===== src/hdl/gtrp_pkg.sv =====
// shared types and constants for the pin table record parser
// used by gtrp_rec_decode and gpio_table_record_parser, no dependencies
package gtrp_pkg;

	localparam int unsigned MaxRecBytes = 5;

	// table versions
	localparam logic [7:0] VER_10 = 8'h10;
	localparam logic [7:0] VER_30 = 8'h30;
	localparam logic [7:0] VER_31 = 8'h31;
	localparam logic [7:0] VER_40 = 8'h40;
	localparam logic [7:0] VER_41 = 8'h41;

	localparam logic [5:0] OLD_TAG_UNUSED = 6'h3f;
	localparam logic [7:0] TAG_UNUSED     = 8'hff;

	typedef enum logic [2:0] {
		KIND_HDR_OK      = 3'd0,
		KIND_ENTRY       = 3'd1,
		KIND_BAD_VERSION = 3'd2,
		KIND_HDR_SHORT   = 3'd3,
		KIND_REC_SHORT   = 3'd4
	} kind_t;

	typedef enum logic [2:0] {
		PH_IDLE    = 3'b001,
		PH_HEADER  = 3'b010,
		PH_RECORDS = 3'b100
	} phase_t;

	typedef logic [MaxRecBytes-1:0][7:0] rec_bytes_t;

	typedef struct packed {
		kind_t       kind;
		logic [7:0]  count_or_index;
		logic [5:0]  pin_line;
		logic [7:0]  function_tag;
		logic [1:0]  logic_a;
		logic [1:0]  logic_b;
		logic        param_bit;
		logic        default_level;
		logic [1:0]  special_mode;
		logic [7:0]  special_out;
		logic [4:0]  special_in;
		logic [17:0] extra_bits;
	} res_t;

	// expected header length, zero for an unknown version
	function automatic logic [7:0] want_hlen(input logic [7:0] v);
		logic [7:0] r;
		unique case (v)
			VER_10:                 r = 8'd3;
			VER_30:                 r = 8'd4;
			VER_31, VER_40, VER_41: r = 8'd6;
			default:                r = 8'd0;
		endcase
		return r;
	endfunction

	function automatic logic [7:0] want_rlen(input logic [7:0] v);
		logic [7:0] r;
		unique case (v)
			VER_10, VER_30, VER_31: r = 8'd2;
			VER_40:                 r = 8'd4;
			VER_41:                 r = 8'd5;
			default:                r = 8'd0;
		endcase
		return r;
	endfunction

	// header byte position on which the header result goes out
	function automatic logic [7:0] header_done_pos(input logic [7:0] v);
		logic [7:0] r;
		priority if (v == VER_10) r = 8'd2;
		else if (v == VER_30)     r = 8'd3;
		else                      r = 8'd5;
		return r;
	endfunction

endpackage


===== src/hdl/gtrp_rec_decode.sv =====
// unpacks one pin record into entry fields for the three record layouts
// depends on gtrp_pkg
module gtrp_rec_decode (
	input  logic [7:0]          version,
	input  logic [7:0]          entry_index,
	input  gtrp_pkg::rec_bytes_t rec,
	output gtrp_pkg::res_t      res
);

	logic [15:0] val;
	logic [5:0]  old_tag;

	assign val     = {rec[1], rec[0]};
	assign old_tag = val[10:5];

	always_comb begin
		res                = '0;
		res.kind           = gtrp_pkg::KIND_ENTRY;
		res.count_or_index = entry_index;
		priority if (version == gtrp_pkg::VER_40) begin
			res.pin_line      = {1'b0, rec[0][4:0]};
			res.function_tag  = rec[1];
			res.logic_a       = rec[3][4:3];
			res.logic_b       = rec[3][6:5];
			res.param_bit     = rec[3][7];
			res.default_level = rec[3][0];
			res.special_mode  = rec[3][2:1];
			res.extra_bits    = {7'd0, rec[2], rec[0][7:5]};
		end else if (version == gtrp_pkg::VER_41) begin
			res.pin_line      = rec[0][5:0];
			res.function_tag  = rec[1];
			res.logic_a       = rec[4][5:4];
			res.logic_b       = rec[4][7:6];
			res.param_bit     = rec[3][7];
			res.default_level = rec[0][7];
			res.special_out   = rec[2];
			res.special_in    = rec[3][4:0];
			res.extra_bits    = {11'd0, rec[4][3:0], rec[3][6], rec[3][5], rec[0][6]};
		end else begin
			// old two-byte layout, all-ones tag means unused
			res.pin_line     = {1'b0, val[4:0]};
			res.function_tag = (old_tag == gtrp_pkg::OLD_TAG_UNUSED) ?
				gtrp_pkg::TAG_UNUSED : {2'b00, old_tag};
			res.logic_a      = val[12:11];
			res.logic_b      = val[14:13];
			res.param_bit    = val[15];
		end
	end

endmodule


===== src/hdl/gpio_table_record_parser.sv =====
// Pin table record parser. Takes one table byte per beat; a beat with s_tuser
// set is the version byte of a new table and abandons any table in progress.
// Every byte is handled in the cycle it is accepted, so the block takes one byte
// per clock unless input is refused, and a result appears on the master side in
// the cycle after the byte that causes it, held in the output register. Input is
// refused only while that register holds a result the master side has not taken.
// Depends on gtrp_pkg and gtrp_rec_decode.
module gpio_table_record_parser (
	input  logic        clk,
	input  logic        arst_n,
	input  logic        s_tvalid,
	output logic        s_tready,
	input  logic [7:0]  s_tdata,   // data_byte
	input  logic        s_tuser,   // table_start
	output logic        m_tvalid,
	input  logic        m_tready,
	// count_or_index[7:0], pin_line[13:8], function_tag[21:14], logic_a[23:22],
	// logic_b[25:24], param_bit[26], default_level[27], special_mode[29:28],
	// special_out[37:30], special_in[42:38], extra_bits[60:43], zero[63:61]
	output logic [63:0] m_tdata,
	output logic [2:0]  m_tuser    // kind
);

	gtrp_pkg::phase_t     phase_q, phase_n;
	logic [7:0]           header_pos_q, header_pos_n;
	logic [7:0]           version_q, version_n;
	logic [7:0]           header_len_q, header_len_n;
	logic [7:0]           record_len_q, record_len_n;
	logic [7:0]           entry_total_q, entry_total_n;
	logic [7:0]           entry_pos_q, entry_pos_n;
	logic [7:0]           record_pos_q, record_pos_n;
	logic [7:0]           subdir_low_q, subdir_low_n;
	gtrp_pkg::rec_bytes_t rec_q, rec_view;

	logic           accept;
	logic           emit;
	gtrp_pkg::res_t res, ent_res, out_q;
	logic           out_valid_q;

	logic [7:0] b;
	logic [7:0] p;
	logic [7:0] hlen_w, rlen_w, done_pos, check_pos;

	assign b        = s_tdata;
	assign p        = header_pos_q;
	assign accept   = s_tvalid && s_tready;
	assign s_tready = !out_valid_q || m_tready;

	assign hlen_w    = gtrp_pkg::want_hlen(version_q);
	assign rlen_w    = gtrp_pkg::want_rlen(version_q);
	assign done_pos  = gtrp_pkg::header_done_pos(version_q);
	assign check_pos = (version_q == gtrp_pkg::VER_10) ? 8'd2 : 8'd3;

	// the record as it stands once this beat's byte is in place
	always_comb begin
		for (int k = 0; k < gtrp_pkg::MaxRecBytes; k++) begin
			rec_view[k] = (record_pos_q == 8'(k)) ? b : rec_q[k];
		end
	end

	gtrp_rec_decode u_dec (
		.version     (version_q),
		.entry_index (entry_pos_q),
		.rec         (rec_view),
		.res         (ent_res)
	);

	always_comb begin
		phase_n       = phase_q;
		header_pos_n  = header_pos_q;
		version_n     = version_q;
		header_len_n  = header_len_q;
		record_len_n  = record_len_q;
		entry_total_n = entry_total_q;
		entry_pos_n   = entry_pos_q;
		record_pos_n  = record_pos_q;
		subdir_low_n  = subdir_low_q;
		emit          = 1'b0;
		res           = '0;

		if (s_tuser) begin
			phase_n       = gtrp_pkg::PH_HEADER;
			header_pos_n  = 8'd1;
			version_n     = b;
			header_len_n  = (b == gtrp_pkg::VER_10) ? 8'd3 : 8'd0;
			record_len_n  = 8'd0;
			entry_total_n = 8'd0;
			entry_pos_n   = 8'd0;
			record_pos_n  = 8'd0;
			subdir_low_n  = 8'd0;
			if (gtrp_pkg::want_hlen(b) == 8'd0) begin
				phase_n  = gtrp_pkg::PH_IDLE;
				emit     = 1'b1;
				res.kind = gtrp_pkg::KIND_BAD_VERSION;
			end
		end else begin
			unique case (phase_q)
				gtrp_pkg::PH_IDLE: begin
				end
				gtrp_pkg::PH_HEADER: begin
					if (header_pos_q != 8'hff) header_pos_n = header_pos_q + 8'd1;
					if (version_q == gtrp_pkg::VER_10) begin
						if (p == 8'd1) record_len_n = b;
						else if (p == 8'd2) entry_total_n = b;
					end else begin
						if (p == 8'd1) header_len_n = b;
						else if (p == 8'd2) entry_total_n = b;
						else if (p == 8'd3) record_len_n = b;
						else if (p == 8'd4) subdir_low_n = b;
					end
					priority if (p == check_pos && header_len_n < hlen_w) begin
						emit     = 1'b1;
						res.kind = gtrp_pkg::KIND_HDR_SHORT;
						phase_n  = gtrp_pkg::PH_IDLE;
					end else if (p == check_pos && record_len_n < rlen_w) begin
						emit     = 1'b1;
						res.kind = gtrp_pkg::KIND_REC_SHORT;
						phase_n  = gtrp_pkg::PH_IDLE;
					end else begin
						if (p == done_pos) begin
							emit               = 1'b1;
							res.kind           = gtrp_pkg::KIND_HDR_OK;
							res.count_or_index = entry_total_n;
							if (done_pos == 8'd5) res.extra_bits[15:0] = {b, subdir_low_q};
							res.extra_bits[16] = header_len_n > hlen_w;
							res.extra_bits[17] = record_len_n > rlen_w;
						end
						// header bytes past the expected length are skipped
						if (p >= done_pos && header_pos_n >= header_len_n) begin
							entry_pos_n  = 8'd0;
							record_pos_n = 8'd0;
							phase_n      = (entry_total_n != 8'd0) ?
								gtrp_pkg::PH_RECORDS : gtrp_pkg::PH_IDLE;
						end
					end
				end
				gtrp_pkg::PH_RECORDS: begin
					record_pos_n = record_pos_q + 8'd1;
					if (record_pos_q == rlen_w - 8'd1) begin
						emit = 1'b1;
						res  = ent_res;
					end
					if (record_pos_n >= record_len_q) begin
						record_pos_n = 8'd0;
						entry_pos_n  = entry_pos_q + 8'd1;
						if (entry_pos_n >= entry_total_q) phase_n = gtrp_pkg::PH_IDLE;
					end
				end
				default: begin
					phase_n = gtrp_pkg::PH_IDLE;
				end
			endcase
		end
	end

	always_ff @(posedge clk or negedge arst_n) begin
		if (!arst_n) begin
			phase_q       <= gtrp_pkg::PH_IDLE;
			header_pos_q  <= 8'd0;
			version_q     <= 8'd0;
			header_len_q  <= 8'd0;
			record_len_q  <= 8'd0;
			entry_total_q <= 8'd0;
			entry_pos_q   <= 8'd0;
			record_pos_q  <= 8'd0;
			subdir_low_q  <= 8'd0;
		end else if (accept) begin
			phase_q       <= phase_n;
			header_pos_q  <= header_pos_n;
			version_q     <= version_n;
			header_len_q  <= header_len_n;
			record_len_q  <= record_len_n;
			entry_total_q <= entry_total_n;
			entry_pos_q   <= entry_pos_n;
			record_pos_q  <= record_pos_n;
			subdir_low_q  <= subdir_low_n;
		end
	end

	// record byte store, no reset
	always_ff @(posedge clk) begin
		for (int k = 0; k < gtrp_pkg::MaxRecBytes; k++) begin
			if (accept && !s_tuser && phase_q == gtrp_pkg::PH_RECORDS &&
			    record_pos_q == 8'(k)) begin
				rec_q[k] <= b;
			end
		end
	end

	// output register
	always_ff @(posedge clk or negedge arst_n) begin
		if (!arst_n) begin
			out_valid_q <= 1'b0;
		end else if (accept && emit) begin
			out_valid_q <= 1'b1;
		end else if (m_tready) begin
			out_valid_q <= 1'b0;
		end
	end

	always_ff @(posedge clk) begin
		if (accept && emit) begin
			out_q <= res;
		end
	end

	assign m_tvalid = out_valid_q;
	assign m_tuser  = out_q.kind;
	assign m_tdata  = {3'b000, out_q.extra_bits, out_q.special_in, out_q.special_out,
		out_q.special_mode, out_q.default_level, out_q.param_bit, out_q.logic_b,
		out_q.logic_a, out_q.function_tag, out_q.pin_line, out_q.count_or_index};

endmodule

===== config.mk =====
export PLATFORM = sky130hd
export DESIGN_NAME = gpio_table_record_parser
export DESIGN_NICKNAME = d
export VERILOG_FILES = /design/src/hdl/gtrp_pkg.sv /design/src/hdl/gtrp_rec_decode.sv /design/src/hdl/gpio_table_record_parser.sv
export SDC_FILE = /design/constraint.sdc
export NUM_CORES = 1
export LEC_CHECK = 0
export ABC_AREA = 1
export BUFFER_PORTS_ARGS = -buffer_cell sky130_fd_sc_hd__buf_2
export CORE_MARGIN = 3
export CORE_UTILIZATION = 65
export CTS_CLUSTER_SIZE = 24
export DETAILED_ROUTE_END_ITERATION = 16
export PLACE_DENSITY = 0.85
export SETUP_SLACK_MARGIN = 0.5
export SLEW_MARGIN = 40
export SYNTH_ARGS = -nofsm -noshare
export SYNTH_HDL_FRONTEND = slang
export SYNTH_HIERARCHICAL = 1
export SYNTH_SLANG_ARGS = --single-unit

===== constraint.sdc =====
create_clock -name clk -period 9.35 [get_ports clk]
set_input_delay 0.4675 -clock clk [delete_from_list [all_inputs] [get_ports clk]]
set_output_delay 0.4675 -clock clk [all_outputs]
set_load 0.02 [all_outputs]

==> Implementation_results.wiki <==
{| class="wikitable"
! Metric !! Value
|-
| Run status || completed
|-
| Worst relative slew slack || 44.7%
|-
| Ant. Diodes || 0
|-
| Part of the total power dissipated in combinational logic || 10.1%
|-
| Cell count after synthesis || 1219
|-
| Post-route ant nets || 0
|-
| Growth of design area from synthesis to finish || 9.60%
|-
| Post-DR wirelength/cell || 17.2 um
|-
| Die X || 132 um
|-
| Worst Skew || 0.00944 ns
|-
| Fraction of final layout cells sized beyond drive strength 1 || 14.8%
|-
| All-layer global routing usage || 29.3%
|-
| Ratio of total power to cell area || 161 nW/um^2
|-
| Pin count of the biggest net entering global routing || 69
|-
| CTS root buffer || clkbuf_16
|-
| Critical Path End || m_tdata[13]$_SDFFCE_PP0P_
|-
| Share of the synthesized area in the top cell type || 30.3%
|-
| Proportion of power drawn by the clock network || 43.8%
|-
| Final hold violations || 0
|-
| Slew at the pin closest to its max-slew limit || 0.824 ns
|-
| Post-detailed-placement cell area || 10600 sq um
|-
| I/O pin cnt || 82
|-
| Number of violations of the max-capacitance limit || 0
|-
| Path type of the worst setup path || reg2reg
|-
| Max FFs per register || 61
|-
| Placement row count || 45
|-
| Setup-failing EPs final || 0
|-
| Net switching share of the total power || 25.1%
|-
| Total Wirelength || 25600 um
|-
| Launch point of the critical path || header_pos_q[1]$_DFFE_PN0P_
|-
| Initial core utilization || 67.2%
|-
| Final net count || 1324
|-
| Placed wire-length estimate after detailed placement || 17400 um
|-
| Worst supply voltage drop on vdd || 0.000130 V
|-
| First DRT Iteration DRCs || 1061
|-
| Final Max Tran Viols || 0
|-
| Router iterations before antenna repair || 6
|-
| Delay contributed by the slowest stage of the critical path || 0.58 ns
|-
| Vias in the first global route || 7988
|-
| Hold-fix buffer count after cts || 0
|-
| Count of warnings emitted by yosys || 6
|-
| Per-cell via count in the routed design || 5.78
|-
| WP data required || 9.41 ns
|-
| Leading register cell type out of synthesis || edfxtp_1
|-
| Via count || 8615
|-
| Final worst path period need || 4.23 ns
|-
| TritonCTS Buffers || 17
|-
| Final weighted congestion in routability-driven placement || 0.940
|-
| Residual DRC || 0
|-
| Maximum buffer depth of the clock tree || 2
|-
| Cell Int Power || 1360 uW
|-
| Cell with the most instances after synthesis || nand2_1
|-
| Cell count of the worst reg-to-reg path || 21
|-
| Number of cells upsized or downsized after cts || 0
|-
| Hold WC Path Type || in2async
|-
| Fin worst setup slack || 5.12 ns
|-
| End-of-flow core utilization || 73.6%
|-
| Input/output buffers || 78
|-
| Die height || 132 um
|-
| Dpl ws || 5.24 ns
|-
| Number of antenna violations at the first check in global routing || 0
|-
| Critical Path Start Type || flop
|-
| EDFF count, synth || 104
|-
| Final setup TNS || 0 ns
|-
| Cell type of the slowest stage on the worst timing path || buf_4
|-
| Overall power after layout || 1820 uW
|-
| Syn Area/Cell || 8.47 sq um
|-
| FF+latch count, synth || 172
|-
| Clock latency on the worst-skew pair || 0.44 ns
|-
| Reg-to-reg critical path endpoint || m_tdata[13]$_SDFFCE_PP0P_
|-
| Post-Layout Inst Area || 11300 sq um
|-
| Clock tree from TritonCTS || done
|-
| Top achievable clock speed || 236 MHz
|-
| Post-synth ARST share || 39.5%
|-
| Startpoint of the worst register-to-register path || header_pos_q[1]$_DFFE_PN0P_
|-
| Total congestion overflow || 0
|-
| Die ar. || 17400 sq um
|-
| Synthesized area || 10300 sq um
|-
| Setup fix buffers added after clock tree synthesis || 0
|-
| P_sw || 457 uW
|-
| Leakage || 0.00508 uW
|-
| Seq/Total Area, Yosys || 46.8%
|-
| Top area cells in the synthesized netlist || edfxtp_1, dfrtp_1, nand2_1, inv_1, ha_1
|-
| Unrepaired setup endpoints after global routing || no
|-
| Top cells by instance count after synthesis || nand2_1, inv_1, nor2_1
|-
| Endpoint class of the critical path || flop
|-
| Max Fanout on Critical Path || 64
|-
| Count of cell types in the netlist || 48
|-
| Wire length of the first global-routing pass || 40500 um
|-
| Cell-by-cell trace of the critical path || inv_1 > ha_1 > inv_1 > nand2_1 > nor2_8 > nand3_2 > a21oi_1 > o21ai_0 > o21ai_0 > inv_1 > ha_1 > a21oi_1 > o21bai_1 > nor2_2 > nand3_2 > nand2_4 > nand2_4 > nand2_1 > nand2_1 > inv_2 > buf_4
|-
| Number of clock sinks || 172
|-
| Sequential group share of total power || 46.1%
|-
| Clock-pin transition on the worst setup and hold timing paths || 0.07 ns
|-
| Final Cycle Share || 45.3%
|-
| Number of levels in the clock H-tree || 4
|-
| Arrival time of the worst setup path || 4.29 ns
|-
| Cell type contributing the most total cell area after synthesis || edfxtp_1
|-
| Worst R2R Setup Slack || 5.12 ns
|-
| Area of the core region || 15400 sq um
|}
-- layout by cell type, fill, tap and decap left out, types with 4 or more instances in the layout --
| cell | Yosys | final |
|---|---|---|
| nor3_2 | 4 | 5 |
| nand3b_1 | 7 | 7 |
| o22ai_1 | 38 | 38 |
| nand2_1 | 252 | 251 |
| clkinv_1 | 8 | 8 |
| edfxtp_1 | 104 | 104 |
| clkbuf_16 | 0 | 17 |
| nand2_4 | 9 | 9 |
| conb_1 | 3 | 13 |
| nor2_1 | 112 | 111 |
| nor2_8 | 4 | 4 |
| o21ai_0 | 88 | 88 |
| bufinv_16 | 0 | 5 |
| nor2_2 | 8 | 9 |
| dfrtp_1 | 67 | 67 |
| o21ai_1 | 9 | 9 |
| nor2_4 | 6 | 6 |
| nand2_2 | 14 | 15 |
| o21ai_2 | 6 | 6 |
| a21oi_1 | 50 | 50 |
| ha_1 | 44 | 44 |
| nand4_1 | 29 | 29 |
| nand3_1 | 55 | 55 |
| nor4_1 | 6 | 4 |
| nor3_1 | 15 | 14 |
| xor2_1 | 16 | 16 |
| buf_2 | 7 | 78 |
| inv_2 | 7 | 9 |
| inv_1 | 172 | 170 |
-- worst min-delay path by stage --
stage / start / to / slack (ns) / cells after the start
5_1_grt: arst_n / subdir_low_q[5]$_DFFE_PN0P_ / 0.18 / 2
3_5_place_dp: header_len_q[2]$_DFFE_PN0P_ / header_len_q[2]$_DFFE_PN0P_ / 0.49 / 2
3_3_place_gp: phase_q[0]$_DFFE_PN1P_ / phase_q[0]$_DFFE_PN1P_ / 0.48 / 2
2_1_floorplan: arst_n / entry_pos_q[0]$_DFFE_PN0P_ / 0.17 / 0
4_1_cts: arst_n / subdir_low_q[7]$_DFFE_PN0P_ / 0.18 / 2
6_report: arst_n / subdir_low_q[7]$_DFFE_PN0P_ / 0.13 / 2
-- per-layer routing --
metal,vias up,GRT usage (%),share of wire [%]
met2,488,48.5,48
met4,0,13.0,3.6
met3,86,5.61,9.2
li1,4102,-,-
met1,3939,37.6,39
met5,-,0,0
-- per-stage QoR --
step	hold WS [ns]	std cells
2_1_floorplan	0.172	1229
3_3_place_gp	0.485	1459
3_5_place_dp	0.489	1459
4_1_cts	0.177	1491
5_1_grt	0.185	1491
6_report	0.130	1491
-- critical path, delay by kind of cell (launching register included) --
family / cells / cell delay, ns
simple gates: 9 / 1.22
fa+ha+maj: 2 / 0.54
compound gates: 5 / 0.72
flops: 1 / 0.40
buf+inv: 5 / 0.91
-- cell families (layout without fill, tap and decap cells) --
group / count (synthesis) / count (layout) / synth area share (%)
other: 3 / 13 / 0.109
XOR/XNOR: 18 / 18 / 1.53
flip-flops: 172 / 172 / 46.8
AO/OA/AOI/OAI: 204 / 204 / 11.0
buffers and inverters: 248 / 299 / 10.8
adder cells (fa/ha/maj): 44 / 44 / 5.33
AND/OR/NAND/NOR: 530 / 530 / 24.4
-- power by group through the flow --
stage / clock, uW / combinational, uW / sequential [uW]
floorplan: 0 / 115 / 866
global placement: 0 / 175 / 853
detailed placement: 0 / 179 / 854
CTS: 801 / 181 / 839
global route: 831 / 198 / 841
finish: 798 / 183 / 839
-- final cells by class --
type                            count  area (sq um)
Timing Repair Buffer               80           409
Clock buffer                       19           443
Multi-Input combinational cell    809          4440
Fill cell                        1148          4060
Clock inverter                     13           229
Inverter                          187           702
Sequential cell                   172          4830
Tap cell                          211           264
Note: power is estimated with default switching activity, not from simulation.
